File: src/sv/cas_pkg.sv
// ----------------------------------------------------------------------------
// cas_pkg
// Shared types and constants of the convolution address sequencer: channel
// payloads, configuration register indexes and the control token that
// travels from the sequencer to the address datapath.
// ----------------------------------------------------------------------------
package cas_pkg;

  // Address widths on the result channel
  localparam int IN_ADDR_W = 25;
  localparam int W_ADDR_W  = 24;

  // Configuration port
  localparam int CFG_IDX_W  = 3;
  localparam int CFG_DATA_W = 16;
  localparam int BYTE_W     = 8;

  localparam logic [CFG_IDX_W-1:0] CFG_DEPTHS            = 3'd0;
  localparam logic [CFG_IDX_W-1:0] CFG_OUTPUT_DIMS       = 3'd1;
  localparam logic [CFG_IDX_W-1:0] CFG_INPUT_DIMS        = 3'd2;
  localparam logic [CFG_IDX_W-1:0] CFG_KERNEL_DIMS       = 3'd3;
  localparam logic [CFG_IDX_W-1:0] CFG_INPUT_PLANE_SIZE  = 3'd4;
  localparam logic [CFG_IDX_W-1:0] CFG_KERNEL_PLANE_LAST = 3'd5;
  localparam logic [CFG_IDX_W-1:0] CFG_BACKWARD_MODE     = 3'd6;

  // One tick of input
  typedef struct packed {
    logic start_req;
    logic sink_busy;
  } in_t;

  // One tick of result
  typedef struct packed {
    logic                 mac_valid;
    logic [IN_ADDR_W-1:0] input_addr;
    logic [W_ADDR_W-1:0]  weight_addr;
    logic                 pixel_start;
    logic                 pixel_done;
    logic                 layer_done;
  } out_t;

  // Per-tick control token from the sequencer to the address datapath
  typedef struct packed {
    logic valid;
    logic load;
    logic mac_valid;
    logic pixel_start;
    logic pixel_done;
    logic layer_done;
  } tok_t;

endpackage

File: src/sv/cas_ctrl.sv
// ----------------------------------------------------------------------------
// cas_ctrl
// Loop sequencer: walks output pixels and, per pixel, input channels and
// kernel taps with backward-mode edge clipping. The state registers after
// an accepted tick form the first pipeline stage.
// ----------------------------------------------------------------------------
module cas_ctrl #(
  parameter int DIM_BITS = 8
) (
  input  logic                       clk,
  input  logic                       rst,
  input  logic                       in_valid,
  input  cas_pkg::in_t               in_data,
  input  logic                       adv,
  input  logic [DIM_BITS-1:0]        out_depth_last,
  input  logic [DIM_BITS-1:0]        in_depth_last,
  input  logic [DIM_BITS-1:0]        out_height_last,
  input  logic [DIM_BITS-1:0]        out_width_last,
  input  logic [DIM_BITS-1:0]        in_height_last,
  input  logic [DIM_BITS-1:0]        in_width_last,
  input  logic [DIM_BITS-1:0]        ker_height_last,
  input  logic [DIM_BITS-1:0]        ker_width_last,
  input  logic                       bwd,
  output cas_pkg::tok_t              tok,
  output logic [DIM_BITS-1:0]        out_chan,
  output logic [DIM_BITS-1:0]        in_chan,
  output logic [DIM_BITS-1:0]        ker_row,
  output logic [DIM_BITS-1:0]        ker_col,
  output logic signed [DIM_BITS:0]   win_y,
  output logic signed [DIM_BITS:0]   win_x
);
  import cas_pkg::*;

  localparam int D = DIM_BITS;

  typedef enum logic [2:0] {
    PH_BOOT, PH_IDLE, PH_PSTART, PH_MAC, PH_PDONE, PH_BUSY, PH_GAP, PH_LDONE
  } phase_t;

  phase_t       phase, phase_next;
  logic [D-1:0] out_row, out_col;
  logic [D-1:0] out_chan_next, out_row_next, out_col_next;
  logic [D-1:0] in_chan_next, ker_row_next, ker_col_next;
  logic         load, load_next;
  logic         valid1;
  logic         accept;
  logic [D-1:0] row_first, col_first;
  logic [D:0]   ker_row_inc, ker_col_inc, in_chan_inc;
  logic [D:0]   out_row_inc, out_col_inc, out_chan_inc;
  logic         first_row_ok, first_col_ok;
  logic         col_step_ok, row_step_ok, chan_step_ok;

  // Check one kernel offset against the kernel size and, in backward mode,
  // against the input edge
  function automatic logic fit_ok(
    input logic [D:0]          fy,
    input logic signed [D:0]   w,
    input logic [D-1:0]        lim_k,
    input logic [D-1:0]        lim_i,
    input logic                b
  );
    logic signed [D+1:0] pos;
    pos = $signed({w[D], w}) + $signed({1'b0, fy});
    return (fy <= {1'b0, lim_k}) && (!b || (pos <= $signed({2'b00, lim_i})));
  endfunction

  assign accept = in_valid && adv;

  // Window origin of the current output pixel
  assign win_y = $signed({1'b0, out_row}) - (bwd ? $signed({1'b0, ker_height_last})
                                                  : $signed((D+1)'(0)));
  assign win_x = $signed({1'b0, out_col}) - (bwd ? $signed({1'b0, ker_width_last})
                                                  : $signed((D+1)'(0)));

  // First usable kernel row and column after clipping
  assign row_first = (win_y < 0) ? D'(-win_y) : '0;
  assign col_first = (win_x < 0) ? D'(-win_x) : '0;

  assign ker_row_inc  = {1'b0, ker_row} + (D+1)'(1);
  assign ker_col_inc  = {1'b0, ker_col} + (D+1)'(1);
  assign in_chan_inc  = {1'b0, in_chan} + (D+1)'(1);
  assign out_row_inc  = {1'b0, out_row} + (D+1)'(1);
  assign out_col_inc  = {1'b0, out_col} + (D+1)'(1);
  assign out_chan_inc = {1'b0, out_chan} + (D+1)'(1);

  assign first_row_ok = fit_ok({1'b0, row_first}, win_y, ker_height_last,
                               in_height_last, bwd);
  assign first_col_ok = fit_ok({1'b0, col_first}, win_x, ker_width_last,
                               in_width_last, bwd);
  assign col_step_ok  = fit_ok(ker_col_inc, win_x, ker_width_last, in_width_last, bwd);
  assign row_step_ok  = fit_ok(ker_row_inc, win_y, ker_height_last, in_height_last, bwd)
                        && first_col_ok;
  assign chan_step_ok = (in_chan_inc <= {1'b0, in_depth_last}) && first_row_ok
                        && first_col_ok;

  // Advance the loop nest by one tick
  always_comb begin
    phase_next    = phase;
    out_chan_next = out_chan;
    out_row_next  = out_row;
    out_col_next  = out_col;
    in_chan_next  = in_chan;
    ker_row_next  = ker_row;
    ker_col_next  = ker_col;
    load_next     = 1'b0;
    unique case (phase)
      PH_BOOT: begin
        phase_next = PH_IDLE;
      end
      PH_IDLE: begin
        if (in_data.start_req) begin
          out_chan_next = '0;
          out_row_next  = '0;
          out_col_next  = '0;
          phase_next    = PH_PSTART;
        end
      end
      PH_PSTART: begin
        if (first_row_ok && first_col_ok) begin
          in_chan_next = '0;
          ker_row_next = row_first;
          ker_col_next = col_first;
          load_next    = 1'b1;
          phase_next   = PH_MAC;
        end else begin
          phase_next = PH_PDONE;
        end
      end
      PH_MAC: begin
        priority if (col_step_ok) begin
          ker_col_next = ker_col_inc[D-1:0];
          load_next    = 1'b1;
        end else if (row_step_ok) begin
          ker_row_next = ker_row_inc[D-1:0];
          ker_col_next = col_first;
          load_next    = 1'b1;
        end else if (chan_step_ok) begin
          in_chan_next = in_chan_inc[D-1:0];
          ker_row_next = row_first;
          ker_col_next = col_first;
          load_next    = 1'b1;
        end else begin
          phase_next = PH_PDONE;
        end
      end
      PH_PDONE: begin
        phase_next = PH_BUSY;
      end
      PH_BUSY: begin
        if (!in_data.sink_busy) begin
          priority if (out_col_inc <= {1'b0, out_width_last}) begin
            out_col_next = out_col_inc[D-1:0];
            phase_next   = PH_PSTART;
          end else if (out_row_inc <= {1'b0, out_height_last}) begin
            out_row_next = out_row_inc[D-1:0];
            out_col_next = '0;
            phase_next   = PH_PSTART;
          end else if (out_chan_inc <= {1'b0, out_depth_last}) begin
            out_chan_next = out_chan_inc[D-1:0];
            out_row_next  = '0;
            out_col_next  = '0;
            phase_next    = PH_PSTART;
          end else begin
            phase_next = PH_GAP;
          end
        end
      end
      PH_GAP: begin
        phase_next = PH_LDONE;
      end
      PH_LDONE: begin
        phase_next = PH_IDLE;
      end
      default: begin
        phase_next = PH_IDLE;
      end
    endcase
  end

  // State updates only on an accepted tick, stage-one valid on every adv
  always_ff @(posedge clk) begin
    if (rst) begin
      phase    <= PH_BOOT;
      out_chan <= '0;
      out_row  <= '0;
      out_col  <= '0;
      in_chan  <= '0;
      ker_row  <= '0;
      ker_col  <= '0;
      load     <= 1'b0;
      valid1   <= 1'b0;
    end else if (adv) begin
      valid1 <= in_valid;
      if (accept) begin
        phase    <= phase_next;
        out_chan <= out_chan_next;
        out_row  <= out_row_next;
        out_col  <= out_col_next;
        in_chan  <= in_chan_next;
        ker_row  <= ker_row_next;
        ker_col  <= ker_col_next;
        load     <= load_next;
      end
    end
  end

  // Flags of the tick held in stage one
  always_comb begin
    tok.valid       = valid1;
    tok.load        = load;
    tok.mac_valid   = (phase == PH_MAC);
    tok.pixel_start = (phase == PH_PSTART);
    tok.pixel_done  = (phase == PH_PDONE);
    tok.layer_done  = (phase == PH_LDONE);
  end

endmodule

File: src/sv/cas_addr.sv
// ----------------------------------------------------------------------------
// cas_addr
// Address datapath: a product stage followed by the sum and the result
// register. Addresses are held in the result register between loads.
// ----------------------------------------------------------------------------
module cas_addr #(
  parameter int DIM_BITS = 8,
  parameter int PW       = 16
) (
  input  logic                     clk,
  input  logic                     rst,
  input  cas_pkg::tok_t            tok,
  input  logic [DIM_BITS-1:0]      out_chan,
  input  logic [DIM_BITS-1:0]      in_chan,
  input  logic [DIM_BITS-1:0]      ker_row,
  input  logic [DIM_BITS-1:0]      ker_col,
  input  logic signed [DIM_BITS:0] win_y,
  input  logic signed [DIM_BITS:0] win_x,
  input  logic [DIM_BITS-1:0]      in_width_last,
  input  logic [DIM_BITS-1:0]      ker_width_last,
  input  logic [PW-1:0]            plane_size,
  input  logic [PW-1:0]            ker_plane_last,
  input  logic                     out_ready,
  output logic                     adv,
  output logic                     out_valid,
  output cas_pkg::out_t            out_data
);
  import cas_pkg::*;

  localparam int D = DIM_BITS;

  logic [D:0]                chan_sum;
  logic signed [D+1:0]       pos_y, pos_x;
  logic [D:0]                row_len, ker_len;
  logic [PW:0]               wplane;
  logic [D+PW:0]             plane_prod;
  logic signed [2*D+3:0]     row_prod;
  logic [D+PW:0]             wchan_prod;
  logic [2*D:0]              wrow_prod;

  tok_t                      tok2;
  logic                      valid2;
  logic [D+PW:0]             plane_q;
  logic signed [2*D+3:0]     row_q;
  logic signed [D+1:0]       pos_x_q;
  logic [D+PW:0]             wchan_q;
  logic [2*D:0]              wrow_q;
  logic [D-1:0]              ker_col_q;
  logic [IN_ADDR_W-1:0]      in_sum;
  logic [W_ADDR_W-1:0]       w_sum;

  // Whole pipeline moves when the result register is free or being drained
  assign adv = !out_valid || out_ready;

  // Products of the current positions
  always_comb begin
    chan_sum   = {1'b0, out_chan} + {1'b0, in_chan};
    pos_y      = $signed({win_y[D], win_y}) + $signed({2'b00, ker_row});
    pos_x      = $signed({win_x[D], win_x}) + $signed({2'b00, ker_col});
    row_len    = {1'b0, in_width_last} + (D+1)'(1);
    ker_len    = {1'b0, ker_width_last} + (D+1)'(1);
    wplane     = {1'b0, ker_plane_last} + (PW+1)'(1);
    plane_prod = (D+PW+1)'(chan_sum) * (D+PW+1)'(plane_size);
    row_prod   = (2*D+4)'(pos_y) * (2*D+4)'($signed({1'b0, row_len}));
    wchan_prod = (D+PW+1)'(in_chan) * (D+PW+1)'(wplane);
    wrow_prod  = (2*D+1)'(ker_row) * (2*D+1)'(ker_len);
  end

  // Register the products
  always_ff @(posedge clk) begin
    if (rst) begin
      valid2 <= 1'b0;
    end else if (adv) begin
      valid2 <= tok.valid;
    end
  end

  always_ff @(posedge clk) begin
    if (adv) begin
      tok2      <= tok;
      plane_q   <= plane_prod;
      row_q     <= row_prod;
      pos_x_q   <= pos_x;
      wchan_q   <= wchan_prod;
      wrow_q    <= wrow_prod;
      ker_col_q <= ker_col;
    end
  end

  // Sum modulo the address widths
  assign in_sum = IN_ADDR_W'(plane_q) + IN_ADDR_W'(row_q) + IN_ADDR_W'(pos_x_q);
  assign w_sum  = W_ADDR_W'(wchan_q) + W_ADDR_W'(wrow_q) + W_ADDR_W'(ker_col_q);

  // Result register; addresses change only on a load tick
  always_ff @(posedge clk) begin
    if (rst) begin
      out_valid <= 1'b0;
      out_data  <= '0;
    end else if (adv) begin
      out_valid <= valid2;
      if (valid2) begin
        out_data.mac_valid   <= tok2.mac_valid;
        out_data.pixel_start <= tok2.pixel_start;
        out_data.pixel_done  <= tok2.pixel_done;
        out_data.layer_done  <= tok2.layer_done;
        if (tok2.load) begin
          out_data.input_addr  <= in_sum;
          out_data.weight_addr <= w_sum;
        end
      end
    end
  end

endmodule

File: src/sv/conv_address_sequencer_core.sv
// ----------------------------------------------------------------------------
// conv_address_sequencer_core
// Convolution address sequencer: one input tick in, one result tick out,
// walking output pixels, input channels and kernel taps.
// ----------------------------------------------------------------------------
// Throughput: one tick per cycle while the result channel is not stalled;
// loop update, product stage and sum stage each take one register, in that
// order, between an accepted tick and its result on out_data.
// Reset: configuration clears to zero, the sequencer takes one boot tick and
// then sits idle; addresses read zero until the first load.
module conv_address_sequencer_core #(
  parameter int DIM_BITS   = 8,
  parameter int PLANE_BITS = 16
) (
  input  logic                             clk,
  input  logic                             rst,
  input  logic                             in_valid,
  output logic                             in_ready,
  input  cas_pkg::in_t                     in_data,
  output logic                             out_valid,
  input  logic                             out_ready,
  output cas_pkg::out_t                    out_data,
  input  logic                             cfg_valid,
  output logic                             cfg_ready,
  input  logic [cas_pkg::CFG_IDX_W-1:0]    cfg_index,
  input  logic [cas_pkg::CFG_DATA_W-1:0]   cfg_data
);
  import cas_pkg::*;

  localparam int D  = DIM_BITS;
  localparam int FB = (DIM_BITS < BYTE_W) ? DIM_BITS : BYTE_W;
  localparam int PW = (PLANE_BITS < CFG_DATA_W) ? PLANE_BITS : CFG_DATA_W;

  logic [CFG_DATA_W-1:0] depths, output_dims, input_dims, kernel_dims;
  logic [CFG_DATA_W-1:0] input_plane_size, kernel_plane_last;
  logic                  backward_mode;

  logic [D-1:0]          od_last, id_last, oh_last, ow_last;
  logic [D-1:0]          ih_last, iw_last, kh_last, kw_last;
  logic [PW-1:0]         plane_size, ker_plane_last;

  tok_t                  tok;
  logic                  adv;
  logic [D-1:0]          out_chan, in_chan, ker_row, ker_col;
  logic signed [D:0]     win_y, win_x;

  // Configuration writes are always taken
  assign cfg_ready = 1'b1;

  always_ff @(posedge clk) begin
    if (rst) begin
      depths            <= '0;
      output_dims       <= '0;
      input_dims        <= '0;
      kernel_dims       <= '0;
      input_plane_size  <= '0;
      kernel_plane_last <= '0;
      backward_mode     <= 1'b0;
    end else if (cfg_valid) begin
      unique case (cfg_index)
        CFG_DEPTHS:            depths            <= cfg_data;
        CFG_OUTPUT_DIMS:       output_dims       <= cfg_data;
        CFG_INPUT_DIMS:        input_dims        <= cfg_data;
        CFG_KERNEL_DIMS:       kernel_dims       <= cfg_data;
        CFG_INPUT_PLANE_SIZE:  input_plane_size  <= cfg_data;
        CFG_KERNEL_PLANE_LAST: kernel_plane_last <= cfg_data;
        CFG_BACKWARD_MODE:     backward_mode     <= cfg_data[0];
        default: begin
        end
      endcase
    end
  end

  // Unpack the byte fields, masked to the dimension width
  assign od_last        = D'(depths[BYTE_W +: FB]);
  assign id_last        = D'(depths[FB-1:0]);
  assign oh_last        = D'(output_dims[BYTE_W +: FB]);
  assign ow_last        = D'(output_dims[FB-1:0]);
  assign ih_last        = D'(input_dims[BYTE_W +: FB]);
  assign iw_last        = D'(input_dims[FB-1:0]);
  assign kh_last        = D'(kernel_dims[BYTE_W +: FB]);
  assign kw_last        = D'(kernel_dims[FB-1:0]);
  assign plane_size     = input_plane_size[PW-1:0];
  assign ker_plane_last = kernel_plane_last[PW-1:0];

  assign in_ready = adv;

  // Loop sequencer
  cas_ctrl #(
    .DIM_BITS(DIM_BITS)
  ) u_ctrl (
    .clk            (clk),
    .rst            (rst),
    .in_valid       (in_valid),
    .in_data        (in_data),
    .adv            (adv),
    .out_depth_last (od_last),
    .in_depth_last  (id_last),
    .out_height_last(oh_last),
    .out_width_last (ow_last),
    .in_height_last (ih_last),
    .in_width_last  (iw_last),
    .ker_height_last(kh_last),
    .ker_width_last (kw_last),
    .bwd            (backward_mode),
    .tok            (tok),
    .out_chan       (out_chan),
    .in_chan        (in_chan),
    .ker_row        (ker_row),
    .ker_col        (ker_col),
    .win_y          (win_y),
    .win_x          (win_x)
  );

  // Address products, sums and result register
  cas_addr #(
    .DIM_BITS(DIM_BITS),
    .PW      (PW)
  ) u_addr (
    .clk           (clk),
    .rst           (rst),
    .tok           (tok),
    .out_chan      (out_chan),
    .in_chan       (in_chan),
    .ker_row       (ker_row),
    .ker_col       (ker_col),
    .win_y         (win_y),
    .win_x         (win_x),
    .in_width_last (iw_last),
    .ker_width_last(kw_last),
    .plane_size    (plane_size),
    .ker_plane_last(ker_plane_last),
    .out_ready     (out_ready),
    .adv           (adv),
    .out_valid     (out_valid),
    .out_data      (out_data)
  );

endmodule

File: config.mk
export PLATFORM = sky130hd
export DESIGN_NAME = conv_address_sequencer_core
export DESIGN_NICKNAME = d
export VERILOG_FILES = /design/src/sv/cas_pkg.sv /design/src/sv/cas_ctrl.sv /design/src/sv/cas_addr.sv /design/src/sv/conv_address_sequencer_core.sv
export SDC_FILE = /design/constraint.sdc
export NUM_CORES = 2
export LEC_CHECK = 0
export ABC_CLOCK_PERIOD_IN_PS = 7530
export BUFFER_PORTS_ARGS = -buffer_cell sky130_fd_sc_hd__buf_4
export CORE_MARGIN = 8
export CORE_UTILIZATION = 38
export CTS_CLUSTER_DIAMETER = 30
export DETAILED_ROUTE_END_ITERATION = 8
export HOLD_SLACK_MARGIN = 0.08
export SLEW_MARGIN = 15
export SYNTH_ARGS = -nofsm -noshare
export SYNTH_HDL_FRONTEND = slang
export SYNTH_SLANG_ARGS = --single-unit
File: constraint.sdc
create_clock -name clk -period 7.53 [get_ports clk]
set_input_delay 1.506 -clock clk [delete_from_list [all_inputs] [get_ports clk]]
set_output_delay 1.506 -clock clk [all_outputs]
set_load 0.01 [all_outputs]
==> summary.md <==
| Metric | Value |
|---|---|
| Root buf cell | `clkbuf_16` |
| Tightest Pin Transition | `0.976 ns` |
| Fillers | `8817` |
| Slew Viols, Final | `0` |
| Total power | `5.88 mW` |
| Final Routed Wirelength | `95500 µm` |
| Input/output buffers | `80` |
| Status | `completed` |
| Leakage power total | `18.9 nW` |
| Vias in the first global route | `27892` |
| F_max | `138 MHz` |
| Most used flip-flop cell after synthesis | `dfxtp_1` |
| Worst endpoint required time | `7.92 ns` |
| Async S/R FF share, synth | `0%` |
| TritonCTS Sinks | `314` |
| Critical path's top delay family | `adder cells` |
| DRC | `0` |
| Final Setup Violations | `0` |
| Final nets | `4888` |
| CP most frequent cell | `fa_1` |
| Post-synthesis cell type count | `96` |
| CP Launch Point | `backward_mode` |
| Reg-to-reg setup timing slack | `0.27 ns` |
| Via density | `5.15` |
| Yosys reg bits | `314` |
| Synth Area per Inst | `8.71 µm²` |
| Buf/Inv on CP | `5` |
| Global route overflow | `0` |
| Clk slew on worst S/H paths | `0.04 ns` |
| Rows | `110` |
| Core area | `0.0901 mm²` |
| CTS H-Tree Depth | `3` |
| Drt wl/cell | `17.8 µm` |
| Area after DPL | `0.0371 mm²` |
| Synth-to-Final Area Change | `17.0%` |
| CP endpoint kind | `flop` |
| Initial DRC Count | `1537` |
| Hold Crit Class | `flop to flop` |
| Worst path depth | `32` |
| Synthesized cell area | `0.0346 mm²` |
| Final core utilization | `44.9%` |
| Post-DP HPWL | `74200 µm` |
| Die width | `318 µm` |
| Most common cell after layout, fill and taps aside | `nand2_1` |
| Design Area, Final | `0.0405 mm²` |
| Hold_buf cts | `0` |
| First-pass GRT wire length | `153000 µm` |
| Startpoint Class | `flop` |
| Crit Reg-Reg Startpoint | `backward_mode` |
| Final RePlAce weighted congestion | `0.909` |
| Sequential share of the synthesized area | `21.3%` |
| CTS tree | `yes` |
| Final Cycle Share | `96.4%` |
| Maximum vdd drop | `0.160 mV` |
| Clock Latency Late Sink | `0.65 ns` |
| Yosys warns | `0` |
| Largest stage delay, worst path | `0.53 ns` |
| DRT Pass-1 Iters | `5` |
| IO Count | `82` |
| Setup crit end | `u_addr.row_q[19]` |
| Routed vias | `27636` |
| Mapped Nets | `4741` |
| Worst reg-to-reg path cell count | `32` |
| TritonCTS buffer count | `85` |
| Detail Route Antenna Nets | `0` |
| Worst slew margin | `34.5%` |
| Worst-path maximum fanout | `4` |
| Hold Vio Cnt, Final | `0` |
| Critical Path AT | `7.64 ns` |
| Die area | `0.101 mm²` |
| Most frequent cells in the layout | `595 x nand2_1, 473 x inv_1, 392 x ha_1, 338 x fa_1, 306 x a21oi_1` |
| Gate Count Post-Synth | `3970` |
| Starting Density | `38.3%` |
| Critical R2R Capture | `u_addr.row_q[19]` |
| Max Cap Violations | `0` |
| Slowest CP cell | `fa_1` |
| Layout Skew | `0.0395 ns` |
| Worst Path Class, Setup | `flop to flop` |
| Period minus WS final | `7.26 ns` |
| Largest net degree at the start of global routing | `75` |
| Fraction of layout cells with a size suffix above 1 | `10.8%` |
| Pwr/cell area | `145 mW/mm²` |
| Die Height | `318 µm` |
| Deepest clock path buffer count | `3` |
| EDFF count, synth | `109` |
| Total GRT Usage | `18.7%` |
| Initial antenna violation count | `8` |
==> how the worst min path moves through the flow <==
stage | slack (ns) | startpoint | to | depth (start not counted)
6_report | 0.45 | u_addr.out_data[46] | u_addr.out_data[46] | 2
5_1_grt | 0.46 | u_ctrl.load | u_addr.tok2[4] | 0
4_1_cts | 0.45 | u_addr.out_data[21] | u_addr.out_data[21] | 2
3_5_place_dp | 0.44 | u_ctrl.load | u_addr.tok2[4] | 0
3_3_place_gp | 0.44 | u_ctrl.load | u_addr.tok2[4] | 0
2_1_floorplan | 0.41 | u_ctrl.load | u_addr.tok2[4] | 0
==> per-stage QoR <==
| stage | setup WS (ns) | hold slack (ns) | std cells | TNS [ns] |
|---|---|---|---|---|
| floorplan | 0.0148 | 0.408 | 3970 | 0 |
| global placement | 0.127 | 0.438 | 5193 | 0 |
| detailed placement | 0.0426 | 0.441 | 5193 | 0 |
| CTS | 0.0398 | 0.450 | 5350 | 0 |
| global route | -0.0791 | 0.465 | 5366 | -0.179 |
| finish | 0.273 | 0.448 | 5368 | 0 |
==> cells in the mapped netlist, drive strengths merged (11+ instances only) <==
cell	n	area [µm²]
or2	12	77.6
o21a	48	360
a21o	55	413
nand3	67	340
o21bai	23	173
xnor2	163	1440
ha	404	5050
a211oi	22	170
nand2	599	2250
nand3b	19	143
buf	21	113
and2	151	945
nand4	29	196
fa	341	6830
inv	479	1800
a31oi	15	93.8
o21ai	108	541
mux2i	17	170
o31ai	12	95.1
nor3	64	332
xor2	87	769
clkbuf	119	448
or3	23	149
nand2b	36	225
nor2	209	785
a21oi	315	1580
a31o	11	96.3
nor2b	45	282
a21boi	13	97.6
and3	42	263
dfxtp	205	4100
edfxtp	109	3270
==> metal layers <==
layer / GRT usage, % / vias to the layer above / routed length, µm
met1: 24.3 / 13421 / 42900
met3: 2.88 / 138 / 4750
met2: 31.7 / 600 / 45200
met4: 6.06 / 0 / 2700
li1: - / 13477 / -
met5: 0 / - / 0
==> worst min-delay path: cells and delay by family (launching register included) <==
kind	cells	cell delay [ns]
flops	1	0.30
simple gates	1	0.05
compound gates	1	0.05
==> kinds of logic after synthesis <==
| logic type | share of synthesized area, % |
|---|---|
| muxes | 0.557 |
| adders and majority gates | 34.4 |
| other | 0.0108 |
| and+or+nand+nor | 17.9 |
| AOI/OAI and AO/OA | 12.5 |
| DFF | 21.3 |
| buffers and inverters | 6.86 |
| xor gates and xnor gates | 6.38 |
==> power breakdown <==
part	internal, mW	switching [mW]
registers	1.78	0.0304
logic	0.110	0.204
clock network	2.54	1.21
==> repair_timing <==
action / in CTS / in global routing
setup buffers: 0 / 13
resized for setup: 0 / 45
endpoints found under the setup margin: 0 / 6
==> flip-flops by register name, indices dropped and copies added, names as in the netlist, 3 cells and up <==
name / cells
kernel_dims: 16
u_ctrl.ker_col: 8
output_dims: 16
u_addr.plane_q: 25
u_addr.wrow_q: 17
depths: 16
ker_plane_last: 16
u_ctrl.out_row: 8
input_plane_size: 16
u_ctrl.out_chan: 8
u_ctrl.out_col: 8
u_addr.wchan_q: 24
u_ctrl.ker_row: 8
u_addr.row_q: 20
u_addr.pos_x_q: 10
input_dims: 16
u_ctrl.in_chan: 8
u_ctrl.phase: 3
u_addr.ker_col_q: 8
u_addr.out_data: 53
u_addr.tok2: 5
==> final cells by class <==
cell class	instances	area, µm²	area share (%)
Multi-Input combinational cell	3034	25300	62.4
Sequential cell	314	7380	18.2
Clock buffer	105	2270	5.62
Inverter	482	1810	4.47
Timing Repair Buffer	200	1530	3.77
Tap cell	1176	1470	3.64
Clock inverter	52	723	1.79
Antenna cell	5	12.5	0.0309
Note: power is estimated with default switching activity, not from simulation.
